**src/hdl/bem_pkg.sv**
```systemverilog
package bem_pkg;

    localparam int SAMPLE_W = 10;
    localparam int THR_W    = 10;
    localparam int TMO_W    = 16;
    localparam int TIME_W   = 32;
    localparam int STEP_W   = 23;
    localparam int ENERGY_W = 48;
    localparam int PEAKH_W  = 9;
    localparam int CFG_W    = 16;
    localparam int CNT_W    = 5;
    localparam int WIDE_W   = 64;
    localparam int FOLD_W   = 10;
    localparam int RECIP_W  = 29;
    localparam int MS_SHIFT = 38;

    // configuration register indexes
    localparam logic CFG_THRESHOLD = 1'b0;
    localparam logic CFG_TIMEOUT   = 1'b1;

    localparam logic [THR_W-1:0] THRESHOLD_RST = THR_W'(60);
    localparam logic [TMO_W-1:0] TIMEOUT_RST   = TMO_W'(1000);

    // ceil(2^38 / 1000): exact floor divide by 1000 for any 32-bit value
    localparam logic [RECIP_W-1:0] RECIP_MS = RECIP_W'(274877907);
    // 1023 = 2^10 - 1, divided by folding the upper bits back onto the low ten
    localparam logic [FOLD_W-1:0] FOLD_FULL = '1;

    // last count value of each serial phase
    localparam logic [CNT_W-1:0] MUL_LAST  = CNT_W'(STEP_W - 1);
    localparam logic [CNT_W-1:0] FOLD_LAST = CNT_W'(7);

    typedef struct packed {
        logic item;          // input word taken this cycle
        logic rep_load;      // capture report fields, step_ms and the multiplicand
        logic mul_shift;     // one multiplier bit
        logic div_load_prod; // load the fold divider with the product
        logic div_fold;      // one fold step of the divide by 1023
        logic out_load;      // fill output register
    } bem_cmd_t;

    typedef struct packed {
        logic report;        // current input word closes a burst
    } bem_sts_t;

endpackage

```
**src/hdl/burst_energy_meter.sv**
```systemverilog
// channel | direction | handshake             | payload
// --------+-----------+-----------------------+----------------------------------------
// in      | input     | in_valid / in_stall   | sample, now_ms, now_us, pause
// out     | output    | out_valid / out_stall | idle_ms, active_ms, step_ms,
//         |           |                       | energy_scaled, peak_half
// cfg     | input     | cfg_write             | cfg_index, cfg_data
//
// An input word is taken while in_stall is low; unless it closes a burst, the
// next may follow in the next cycle. A closing word holds in_stall through the
// shift-add multiply, the folding divide by 1023 and the load of the output
// register, longer while that register is full. step_ms is a reciprocal multiply.
// Reset clears the burst state, the control and the output valid, and loads the
// register defaults. A waiting output word holds up input only while a report waits.
module burst_energy_meter #(
    parameter int SAMPLE_BITS = 10
) (
    input  logic                         clk,
    input  logic                         rst_n,
    input  logic                         in_valid,
    output logic                         in_stall,
    input  logic [bem_pkg::SAMPLE_W-1:0] sample,
    input  logic [bem_pkg::TIME_W-1:0]   now_ms,
    input  logic [bem_pkg::TIME_W-1:0]   now_us,
    input  logic                         pause,
    output logic                         out_valid,
    input  logic                         out_stall,
    output logic [bem_pkg::TIME_W-1:0]   idle_ms,
    output logic [bem_pkg::TIME_W-1:0]   active_ms,
    output logic [bem_pkg::STEP_W-1:0]   step_ms,
    output logic [bem_pkg::ENERGY_W-1:0] energy_scaled,
    output logic [bem_pkg::PEAKH_W-1:0]  peak_half,
    input  logic                         cfg_write,
    input  logic                         cfg_index,
    input  logic [bem_pkg::CFG_W-1:0]    cfg_data
);
    import bem_pkg::*;

    bem_cmd_t cmd;
    bem_sts_t sts;

    bem_ctrl u_ctrl (
        .clk       (clk),
        .rst_n     (rst_n),
        .in_valid  (in_valid),
        .out_stall (out_stall),
        .sts       (sts),
        .cmd       (cmd),
        .in_stall  (in_stall),
        .out_valid (out_valid)
    );

    bem_dp #(
        .SAMPLE_BITS (SAMPLE_BITS)
    ) u_dp (
        .clk           (clk),
        .rst_n         (rst_n),
        .cmd           (cmd),
        .sts           (sts),
        .cfg_write     (cfg_write),
        .cfg_index     (cfg_index),
        .cfg_data      (cfg_data),
        .sample        (sample),
        .now_ms        (now_ms),
        .now_us        (now_us),
        .pause         (pause),
        .idle_ms       (idle_ms),
        .active_ms     (active_ms),
        .step_ms       (step_ms),
        .energy_scaled (energy_scaled),
        .peak_half     (peak_half)
    );

`ifndef SYNTHESIS
    // a new word must never overwrite one still held by the receiver
    a_no_overwrite: assert property (@(posedge clk) disable iff (!rst_n)
        cmd.out_load |-> !(out_valid && out_stall))
        else $error("output word overwritten");

    // a closing word starts the report computation and blocks input
    a_report_stalls: assert property (@(posedge clk) disable iff (!rst_n)
        (cmd.item && sts.report) |=> in_stall)
        else $error("report did not stall input");

    // a result only appears at the end of the report computation
    a_out_after_busy: assert property (@(posedge clk) disable iff (!rst_n)
        $rose(out_valid) |-> $past(in_stall))
        else $error("output word without report computation");
`endif

endmodule

```
**src/hdl/bem_ctrl.sv**
```systemverilog
module bem_ctrl (
    input  logic              clk,
    input  logic              rst_n,
    input  logic              in_valid,
    input  logic              out_stall,
    input  bem_pkg::bem_sts_t sts,
    output bem_pkg::bem_cmd_t cmd,
    output logic              in_stall,
    output logic              out_valid
);
    import bem_pkg::*;

    typedef enum logic [3:0] {
        S_IDLE = 4'b0001,
        S_MUL  = 4'b0010,
        S_DIV  = 4'b0100,
        S_DONE = 4'b1000
    } state_t;

    state_t           state_reg, state_next;
    logic [CNT_W-1:0] cnt_reg, cnt_next;
    logic             out_valid_reg, out_valid_next;
    logic             out_free;

    assign in_stall  = (state_reg != S_IDLE);
    assign out_valid = out_valid_reg;
    assign out_free  = !out_valid_reg || !out_stall;

    always_comb
    begin
        state_next = state_reg;
        cnt_next   = cnt_reg;
        cmd        = '0;
        cmd.item   = in_valid && !in_stall;
        unique case (state_reg)
            S_IDLE:
            begin
                if (cmd.item && sts.report)
                begin
                    cmd.rep_load = 1'b1;
                    cnt_next     = '0;
                    state_next   = S_MUL;
                end
            end
            S_MUL:
            begin
                cmd.mul_shift = 1'b1;
                cnt_next      = cnt_reg + CNT_W'(1);
                if (cnt_reg == MUL_LAST)
                begin
                    cmd.div_load_prod = 1'b1;
                    cnt_next          = '0;
                    state_next        = S_DIV;
                end
            end
            S_DIV:
            begin
                cmd.div_fold = 1'b1;
                cnt_next     = cnt_reg + CNT_W'(1);
                if (cnt_reg == FOLD_LAST)
                begin
                    cnt_next   = '0;
                    state_next = S_DONE;
                end
            end
            S_DONE:
            begin
                if (out_free)
                begin
                    cmd.out_load = 1'b1;
                    state_next   = S_IDLE;
                end
            end
            default:
            begin
                state_next = S_IDLE;
            end
        endcase
    end

    always_comb
    begin
        out_valid_next = out_valid_reg;
        if (cmd.out_load)
            out_valid_next = 1'b1;
        else if (out_valid_reg && !out_stall)
            out_valid_next = 1'b0;
    end

    always_ff @(posedge clk or negedge rst_n)
    begin
        if (!rst_n)
        begin
            state_reg     <= S_IDLE;
            cnt_reg       <= '0;
            out_valid_reg <= 1'b0;
        end
        else
        begin
            state_reg     <= state_next;
            cnt_reg       <= cnt_next;
            out_valid_reg <= out_valid_next;
        end
    end

endmodule

```
**src/hdl/bem_dp.sv**
```systemverilog
module bem_dp #(
    parameter int SAMPLE_BITS = 10
) (
    input  logic                              clk,
    input  logic                              rst_n,
    input  bem_pkg::bem_cmd_t                 cmd,
    output bem_pkg::bem_sts_t                 sts,
    input  logic                              cfg_write,
    input  logic                              cfg_index,
    input  logic [bem_pkg::CFG_W-1:0]         cfg_data,
    input  logic [bem_pkg::SAMPLE_W-1:0]      sample,
    input  logic [bem_pkg::TIME_W-1:0]        now_ms,
    input  logic [bem_pkg::TIME_W-1:0]        now_us,
    input  logic                              pause,
    output logic [bem_pkg::TIME_W-1:0]        idle_ms,
    output logic [bem_pkg::TIME_W-1:0]        active_ms,
    output logic [bem_pkg::STEP_W-1:0]        step_ms,
    output logic [bem_pkg::ENERGY_W-1:0]      energy_scaled,
    output logic [bem_pkg::PEAKH_W-1:0]       peak_half
);
    import bem_pkg::*;

    localparam int USED_W = (SAMPLE_BITS < SAMPLE_W) ? SAMPLE_BITS : SAMPLE_W;

    // configuration
    logic [THR_W-1:0] thr_reg;
    logic [TMO_W-1:0] tmo_reg;

    // burst state
    logic              seen_reg;
    logic [USED_W-1:0] peak_reg;
    logic [TIME_W-1:0] sum_reg;
    logic [TIME_W-1:0] start_reg;
    logic [TIME_W-1:0] end_reg;
    logic [TIME_W-1:0] quiet_reg;
    logic [TIME_W-1:0] gap_reg;
    logic [TIME_W-1:0] steptot_reg;
    logic [TIME_W-1:0] last_us_reg;

    // report holding and serial arithmetic
    logic [TIME_W-1:0]  hold_idle_reg;
    logic [TIME_W-1:0]  hold_active_reg;
    logic [PEAKH_W-1:0] hold_peak_reg;
    logic [STEP_W-1:0]  step_reg;
    logic [STEP_W-1:0]  mplier_reg;
    logic [WIDE_W-1:0]  mcand_reg;
    logic [WIDE_W-1:0]  acc_reg, acc_next;
    logic [WIDE_W-1:0]  fold_reg, fold_next;
    logic [WIDE_W-1:0]  quo_reg, quo_next;

    // output word
    logic [TIME_W-1:0]   o_idle_reg;
    logic [TIME_W-1:0]   o_active_reg;
    logic [STEP_W-1:0]   o_step_reg;
    logic [ENERGY_W-1:0] o_energy_reg;
    logic [PEAKH_W-1:0]  o_peak_reg;

    logic [USED_W-1:0]          s_eff;
    logic [SAMPLE_W-1:0]        s_ext;
    logic [SAMPLE_W-1:0]        peak_ext;
    logic                       active;
    logic                       waiting;
    logic [TIME_W-1:0]          quiet_age;
    logic [WIDE_W-1:0]          sum_wide;
    logic [TIME_W+RECIP_W-1:0]  step_prod;
    logic [WIDE_W-1:0]          fold_hi;
    logic [WIDE_W-1:0]          quo_fix;
    logic [ENERGY_W-1:0]        energy_sat;

    assign s_eff     = sample[USED_W-1:0];
    assign s_ext     = SAMPLE_W'(s_eff);
    assign peak_ext  = SAMPLE_W'(peak_reg);
    assign active    = s_ext > thr_reg;
    assign quiet_age = now_ms - quiet_reg;
    assign waiting   = quiet_age < TIME_W'(tmo_reg);
    assign sts.report = !active && !pause && !waiting && seen_reg;

    // sum * 500 as shifts
    assign sum_wide = WIDE_W'(sum_reg);

    // step total / 1000 by reciprocal multiply
    assign step_prod = (TIME_W+RECIP_W)'(steptot_reg) * (TIME_W+RECIP_W)'(RECIP_MS);

    // x = 1024a + b = 1023a + (a + b): a goes to the quotient, a + b is folded again
    assign fold_hi   = fold_reg >> FOLD_W;
    assign fold_next = fold_hi + WIDE_W'(fold_reg[FOLD_W-1:0]);
    assign quo_next  = quo_reg + fold_hi;
    // folding leaves a remainder below 1024; 1023 is one more divisor
    assign quo_fix   = quo_reg + WIDE_W'(fold_reg == WIDE_W'(FOLD_FULL));

    assign acc_next = mplier_reg[0] ? acc_reg + mcand_reg : acc_reg;

    assign energy_sat = (|quo_fix[WIDE_W-1:ENERGY_W]) ? '1 : quo_fix[ENERGY_W-1:0];

    always_ff @(posedge clk or negedge rst_n)
    begin
        if (!rst_n)
        begin
            thr_reg <= THRESHOLD_RST;
            tmo_reg <= TIMEOUT_RST;
        end
        else if (cfg_write)
        begin
            case (cfg_index)
                CFG_THRESHOLD: thr_reg <= cfg_data[THR_W-1:0];
                CFG_TIMEOUT:   tmo_reg <= cfg_data[TMO_W-1:0];
                default:       ;
            endcase
        end
    end

    always_ff @(posedge clk or negedge rst_n)
    begin
        if (!rst_n)
        begin
            seen_reg    <= 1'b0;
            peak_reg    <= '0;
            sum_reg     <= '0;
            start_reg   <= '0;
            end_reg     <= '0;
            quiet_reg   <= '0;
            gap_reg     <= '0;
            steptot_reg <= '0;
            last_us_reg <= '0;
        end
        else if (cmd.item)
        begin
            if (active)
            begin
                if (s_eff > peak_reg)
                    peak_reg <= s_eff;
                if (!seen_reg)
                begin
                    start_reg <= now_ms;
                    gap_reg   <= now_ms - end_reg;
                    seen_reg  <= 1'b1;
                end
                end_reg     <= now_ms;
                quiet_reg   <= now_ms;
                sum_reg     <= sum_reg + TIME_W'(s_ext);
                steptot_reg <= steptot_reg + (now_us - last_us_reg);
            end
            else if (pause)
            begin
                quiet_reg <= now_ms;
            end
            else if (sts.report)
            begin
                seen_reg    <= 1'b0;
                peak_reg    <= '0;
                sum_reg     <= '0;
                gap_reg     <= '0;
                steptot_reg <= '0;
            end
            last_us_reg <= now_us;
        end
    end

    always_ff @(posedge clk)
    begin
        if (cmd.rep_load)
        begin
            hold_idle_reg   <= gap_reg;
            hold_active_reg <= end_reg - start_reg;
            hold_peak_reg   <= peak_ext[SAMPLE_W-1:1];
            step_reg        <= step_prod[MS_SHIFT +: STEP_W];
            mplier_reg      <= step_prod[MS_SHIFT +: STEP_W];
            mcand_reg       <= (sum_wide << 9) - (sum_wide << 3) - (sum_wide << 2);
            acc_reg         <= '0;
        end
        else if (cmd.mul_shift)
        begin
            acc_reg    <= acc_next;
            mcand_reg  <= mcand_reg << 1;
            mplier_reg <= mplier_reg >> 1;
        end

        if (cmd.div_load_prod)
        begin
            fold_reg <= acc_next;
            quo_reg  <= '0;
        end
        else if (cmd.div_fold)
        begin
            fold_reg <= fold_next;
            quo_reg  <= quo_next;
        end

        if (cmd.out_load)
        begin
            o_idle_reg   <= hold_idle_reg;
            o_active_reg <= hold_active_reg;
            o_step_reg   <= step_reg;
            o_energy_reg <= energy_sat;
            o_peak_reg   <= hold_peak_reg;
        end
    end

    assign idle_ms       = o_idle_reg;
    assign active_ms     = o_active_reg;
    assign step_ms       = o_step_reg;
    assign energy_scaled = o_energy_reg;
    assign peak_half     = o_peak_reg;

endmodule
```
**config.mk**
```make
export PLATFORM = sky130hd
export DESIGN_NAME = burst_energy_meter
export DESIGN_NICKNAME = d
export VERILOG_FILES = /design/src/hdl/bem_pkg.sv /design/src/hdl/burst_energy_meter.sv /design/src/hdl/bem_ctrl.sv /design/src/hdl/bem_dp.sv
export SDC_FILE = /design/constraint.sdc
export NUM_CORES = 2
export LEC_CHECK = 0
export BUFFER_PORTS_ARGS = -buffer_cell sky130_fd_sc_hd__buf_2
export CORE_MARGIN = 4
export CORE_UTILIZATION = 50
export CTS_CLUSTER_DIAMETER = 40
export DETAILED_ROUTE_END_ITERATION = 7
export GPL_ROUTABILITY_DRIVEN = 0
export PLACE_DENSITY_LB_ADDON = 0.3
export SYNTH_ARGS = -nofsm -noshare
export SYNTH_HDL_FRONTEND = slang
export SYNTH_SLANG_ARGS = --single-unit
```
**constraint.sdc**
```tcl
create_clock -name clk -period 11 [get_ports clk]
set_input_delay 1.1 -clock clk [delete_from_list [all_inputs] [get_ports clk]]
set_output_delay 1.1 -clock clk [all_outputs]
set_load 0.02 [all_outputs]
```
Word level (Yosys, flattened, before mapping)
Cells that the tools add are included.

cells by class
  bitwise operators = 2
  $lt $le $gt $ge = 3
  equal/unequal tests = 15
  multiply operators = 1
  reductions and logical operators = 30
  mux-type cells = 40
  $add $sub $neg = 13
  shifts and indexed selects = 0
  divide/modulo/power cells = 0

operators by type and width
  operator                  count
  $mux W64                  5
  $mux W32                  8
  $sub A32 B32 Y32          4
  $add A64 B1 Y64           1
  $add A64 B54 Y64          1
  $add A64 B64 Y64          1
  $eq A64 B10 Y1 const B    1
  $sub A64 B34 Y64          1
  $mul A32 B29 Y61 const B  1
  $add A54 B10 Y55          1
  $mux W23                  2
  $sub A41 B35 Y42          1
  $mux W10                  4
  $add A32 B10 Y32          1
  $add A32 B32 Y32          1
  $lt A32 B16 Y1            1
  $gt A10 B10 Y1            2
  $mux W4                   4
  $pmux W4 S4               1
  $reduce_or A16 Y1         1
  $mux W5                   3
  $pmux W5 S3               1
  $reduce_and A4 Y1         3
  $mux W1                   11
  other kinds (19)          44

word-level totals
  memory bits (read-only) = 0
  bits in writable memories = 0
  memories = 0
  input bits = 97
  flip-flop bits (word level) = 790
  logic and storage cells = 132
  latch bits = 0
  output and inout port bits = 146

Longest topological paths before layout
  depth after elaboration = 9
  depth in mapped cells = 28
  gate-level depth less buffers = 28

Cells and area by module
A second synthesis with hierarchy kept.

unflattened totals
  cell total of the unflattened synthesis = 6501
  area total of the unflattened synthesis = 63767.4 µm²

modules (own cells, without submodules)
  module    instances  sequential area each (µm²)  area each (µm²)  cells an instance
  bem_dp    1          20747.4                     63189.4          6442
  bem_ctrl  1          251.5                       578.1            59

Worst setup path after synthesis
No wires, ideal clock.

  path type = input -> register
  start = input out_stall
  end = register u_dp.o_active_reg[0], in the netlist u_dp.active_ms[0] (enable)
  required time = 10304 ps
  path buffers = 0
  library setup time = 696 ps
  stages on the path = 1
  path slack = 2432 ps
  arrival time = 7871 ps
  cells stage by stage = a21oi_1

between the ends
  cells in the longest elaborated chain, start to end = 4

ends and longest elaborated chain
  element               RTL line                  text
  start, declared       burst_energy_meter.sv:26  input logic out_stall,
  $logic_not A1 Y1      bem_ctrl.sv:27            assign out_free = !out_valid_reg || !out_stall;
  $logic_or A1 B1 Y1    bem_ctrl.sv:27
  $mux W1               bem_ctrl.sv:68            if (out_free)
  $mux W1               bem_ctrl.sv:35            unique case (state_reg)
  end signal, assigned  bem_dp.sv:192             o_active_reg <= hold_active_reg;
  end, declared         bem_dp.sv:53              logic [TIME_W-1:0] o_active_reg;

Every way passes these cells.
A chain may end at the register's enable or synchronous reset.

Final worst setup path
  start = register u_dp.steptot_reg[8]
  end = register u_dp.mplier_reg[21], data pin

between the ends
  cells in the longest elaborated chain, start to end = 2

ends and longest elaborated chain
  element                 RTL line       text
  start, declared         bem_dp.sv:37   logic [TIME_W-1:0] steptot_reg;
  start signal, assigned  bem_dp.sv:141  steptot_reg <= steptot_reg + (now_us - last_us_reg);
  $mul A32 B29 Y61        bem_dp.sv:82   assign step_prod = (TIME_W+RECIP_W)'(steptot_reg) * (TIME_W+RECIP_W)'(RECIP_MS);
  net u_dp.step_prod[59]  bem_dp.sv:65   logic [TIME_W+RECIP_W-1:0] step_prod;
  $mux W23                bem_dp.sv:161  if (cmd.rep_load)
  end signal, assigned    bem_dp.sv:167  mplier_reg <= step_prod[MS_SHIFT +: STEP_W];
  end signal, assigned    bem_dp.sv:175  mplier_reg <= mplier_reg >> 1;
  end, declared           bem_dp.sv:45   logic [STEP_W-1:0] mplier_reg;

The timed path passes the listed nets, and every way through them passes these cells.

==> flow_metrics.tcl <==
set metrics [dict create \
    run_status "complete, no violations" \
    yosys_warnings 0 \
    tritoncts.num_buffers 130 \
    post_cts_setup_inserts 0 \
    clk_path_buf_depth 3 \
    crit_path_max_incr_delay_ns 0.77 \
    antenna_found_initial 13 \
    drt_first_pass_iters 6 \
    report.final.hold_viol_count 0 \
    placeableCoreArea_sq_um 124000 \
    row_count 129 \
    cpLargestDelayFamily "adder cells" \
    fin_setup_tns_ns 0 \
    die-width_um 361 \
    r2r_slack_ns 2.04 \
    crit_top_cell "sky130_fd_sc_hd__fa_1" \
    timing.max_cap.violations 0 \
    ys_ff_latch 786 \
    netlist_instances 6493 \
    routed_vias 47374 \
    cp_num_buf_inv 6 \
    numPortBuffers 242 \
    post_drt_wl_per_cell_um 18.2 \
    grt_overflow 0 \
    detailed_place.area_sq_um 65100 \
    first_iter_violations 3224 \
    cts_tree "built" \
    fillCellCount 10827 \
    dp_hpwl_um 118000 \
    syn_area_sq_um 62200 \
    finClkSkew_ns 0.0321 \
    global_route.usage.total_pct 23.5 \
    synth_xor_area_share_pct 5.78 \
    ioPinCount 243 \
    synth-simple-area-share_pct 11.6 \
    nets 7891 \
    final_hold_slack_ns 0.380 \
    max_clock_freq_mhz 112 \
    seqCellArea_sq_um 21000 \
    arrival_ns 9.45 \
    multi_input_comb_area_sq_um 37200 \
    slew_viol_final 0 \
    clock_insertion_delay_worst_skew_ns 0.75 \
    path_class "reg2reg" \
    startpoint_class_of_the_critical_path "flop" \
    vias_in_the_first_global_route 46722 \
    synth_fa_ha_area_share_pct 25.8 \
    finalSetupViolCount 0 \
    cts_resized 0 \
    hp-class "in2async" \
    synth_fp_nets 7671 \
    ant_nets 0 \
    synth_compound_gate_area_share_pct 15.1 \
    htreeDepth 4 \
    drcViolationCount 0 \
    yosys-mux-area-fraction_pct 1.38 \
    viasPerCell 5.60 \
    post_synth_num_cell_types 96 \
    syn_area_per_cell_sq_um 9.59 \
    starting_utilization_of_the_core_area_pct 50.3 \
    die_y_extent_um 361 \
    rsz0062_at_grt "false" \
    post_route_cells_drive_above_1_share_pct 8.58 \
    worst_slew_margin_rel_pct 19.0 \
    critical_path.slowest_cell "sky130_fd_sc_hd__dfrtp_1" \
    finalWorstSetupSlack_ns 2.04 \
    maximum_fanout_along_the_worst_path 13 \
    finish.instance_area_sq_um 69600 \
    grt_first_pass_wirelength_um 249000 \
    routed_wirelength_um 154000 \
    synthesis_to_layout_area_growth_pct 11.8 \
    worst_slew_pin_slew_ns 1.21 \
    synth_seq_area_share_pct 33.7 \
    final_min_period_over_clock_period_pct 81.4 \
    grt_max_degree 111 \
    pre_cts_ws_ns 2.18 \
    combinational_family_with_the_most_area_after_synthesis "adder cells" \
    clkSinkCount 786 \
    timing.critical_path.to_type "flop" \
    post_layout_min_period_ns 8.96 \
    async_reset_ff_share_pct 34.5 \
    synth_ff_type "sky130_fd_sc_hd__edfxtp_1" \
    worst_ep_required_time_ns 11.49 \
    die_area_sq_um 130000 \
    hold_buffers 0 \
    clk_pin_slew_ns 0.06 \
    synth_edf_count 389 \
    clockRootBuffer "sky130_fd_sc_hd__clkbuf_16" \
]
## stage by stage
stage                     util (%)  cells
after floorplan                  -   6493
after global placement        52.6   8218
after detailed placement      52.6   8218
after CTS                     56.3   8456
after global routing          56.3   8459
final                         56.3   8463
## area by class of cell
| class | instances | area share, % |
|---|---|---|
| inverter | 889 | 4.80 |
| clock inverter | 83 | 1.54 |
| antenna | 7 | 0.0252 |
| timing repair buffer | 274 | 2.14 |
| tap | 1637 | 2.94 |
| multi-input combinational | 4632 | 53.4 |
| clock buffer | 155 | 4.98 |
| sequential | 786 | 30.2 |
## kinds of logic after synthesis
logic type,count (synthesis)
and+or+nand+nor,1549
xor gates and xnor gates,411
adders and majority gates,1081
AOI/OAI and AO/OA,1509
buffers and inverters,1075
muxes,82
DFF,786
## routing by layer
| layer | vias to the layer above | track usage (%) | part of all wire, % |
|---|---|---|---|
| li1 | 22963 | - | - |
| met1 | 22774 | 32.4 | 45 |
| met2 | 1339 | 37.6 | 46 |
| met3 | 290 | 4.04 | 6.1 |
| met4 | 8 | 7.97 | 3.2 |
| met5 | - | 0 | 0.032 |
## cell usage in the layout (no fill, tap or decap), types with 202 or more instances in the layout
cell type | netlist | final
sky130_fd_sc_hd__nand2_1 | 640 | 640
sky130_fd_sc_hd__fa_1 | 336 | 336
sky130_fd_sc_hd__nand3_1 | 219 | 219
sky130_fd_sc_hd__ha_1 | 745 | 745
sky130_fd_sc_hd__dfrtp_1 | 260 | 260
sky130_fd_sc_hd__inv_1 | 888 | 886
sky130_fd_sc_hd__nor2_1 | 260 | 256
sky130_fd_sc_hd__buf_2 | 27 | 241
sky130_fd_sc_hd__edfxtp_1 | 389 | 389
sky130_fd_sc_hd__xnor2_1 | 256 | 256
sky130_fd_sc_hd__a21oi_1 | 381 | 380
sky130_fd_sc_hd__o21ai_0 | 470 | 470
sky130_fd_sc_hd__a21o_1 | 202 | 202
## cells in the mapped netlist (11+ instances only)
cell type                  count  area, sq um
sky130_fd_sc_hd__nand2b_1     52          325
sky130_fd_sc_hd__nand3_1     219         1100
sky130_fd_sc_hd__a221o_1      13          130
sky130_fd_sc_hd__mux2i_1      49          490
sky130_fd_sc_hd__o21ai_0     470         2350
sky130_fd_sc_hd__o21a_1       53          398
sky130_fd_sc_hd__buf_2        27          135
sky130_fd_sc_hd__nor3_1       64          320
sky130_fd_sc_hd__o211ai_1     31          233
sky130_fd_sc_hd__edfxtp_1    389        11700
sky130_fd_sc_hd__a21o_1      202         1520
sky130_fd_sc_hd__buf_1        17         63.8
sky130_fd_sc_hd__clkbuf_1    131          492
sky130_fd_sc_hd__a21oi_1     381         1910
sky130_fd_sc_hd__fa_1        336         6730
sky130_fd_sc_hd__a31oi_1      40          250
sky130_fd_sc_hd__xor2_1      155         1360
sky130_fd_sc_hd__o31ai_1      28          210
sky130_fd_sc_hd__or3_1        18          113
sky130_fd_sc_hd__xnor2_1     256         2240
sky130_fd_sc_hd__dfstp_2      11          289
sky130_fd_sc_hd__o21ai_1      26          130
sky130_fd_sc_hd__nor2_1      260          976
sky130_fd_sc_hd__mux2_2       31          349
sky130_fd_sc_hd__a21boi_0     18          135
sky130_fd_sc_hd__inv_1       888         3330
sky130_fd_sc_hd__nand2_1     640         2400
sky130_fd_sc_hd__dfrtp_1     260         6510
sky130_fd_sc_hd__and4_1       20          175
sky130_fd_sc_hd__a211oi_1     24          180
sky130_fd_sc_hd__nand4_1      68          425
sky130_fd_sc_hd__o21bai_1     41          308
sky130_fd_sc_hd__nor2b_1      53          332
sky130_fd_sc_hd__o22ai_1      12         75.1
sky130_fd_sc_hd__nor4_1       23          144
sky130_fd_sc_hd__dfxtp_1     126         2520
sky130_fd_sc_hd__a211o_1      13          114
sky130_fd_sc_hd__a22o_1       52          455
sky130_fd_sc_hd__ha_1        745         9320
sky130_fd_sc_hd__and3_1       62          388
sky130_fd_sc_hd__and2_1       29          181
## worst paths after layout
| check | start | to | cells past startpoint |
|---|---|---|---|
| max reg2reg | u_dp.steptot_reg[8] | u_dp.mplier_reg[21] | 27 |
| min in group clk | u_dp.step_reg[6] | u_dp.step_ms[6] | 0 |
| min | rst_n | u_dp.gap_reg[26] | 1 |
| max in group asynchronous | rst_n | u_dp.steptot_reg[14] | 3 |
| max | u_dp.steptot_reg[8] | u_dp.mplier_reg[21] | 27 |
| min reg2reg | u_dp.step_reg[6] | u_dp.step_ms[6] | 0 |
## worst reg2reg max path, stage by stage, from the launching register on
cell,delay (ns)
sky130_fd_sc_hd__dfrtp_1,0.77
sky130_fd_sc_hd__ha_1,0.41
sky130_fd_sc_hd__fa_1,0.47
sky130_fd_sc_hd__fa_1,0.56
sky130_fd_sc_hd__inv_1,0.06
sky130_fd_sc_hd__fa_1,0.49
sky130_fd_sc_hd__inv_1,0.05
sky130_fd_sc_hd__fa_1,0.51
sky130_fd_sc_hd__inv_1,0.05
sky130_fd_sc_hd__fa_1,0.48
sky130_fd_sc_hd__inv_1,0.06
sky130_fd_sc_hd__fa_1,0.54
sky130_fd_sc_hd__inv_1,0.06
sky130_fd_sc_hd__fa_1,0.50
sky130_fd_sc_hd__inv_1,0.04
sky130_fd_sc_hd__ha_1,0.26
sky130_fd_sc_hd__and3_1,0.15
sky130_fd_sc_hd__nand4_1,0.11
sky130_fd_sc_hd__o21ai_0,0.72
sky130_fd_sc_hd__a311o_1,0.40
sky130_fd_sc_hd__nand3_1,0.20
sky130_fd_sc_hd__o32ai_1,0.68
sky130_fd_sc_hd__a211oi_1,0.28
sky130_fd_sc_hd__a21oi_1,0.31
sky130_fd_sc_hd__nand3_1,0.11
sky130_fd_sc_hd__nand2_1,0.10
sky130_fd_sc_hd__xor2_1,0.08
sky130_fd_sc_hd__mux2_2,0.26
Power is not shown: default switching activity piles up to over one toggle a cycle in this logic, so the estimate is an artifact.
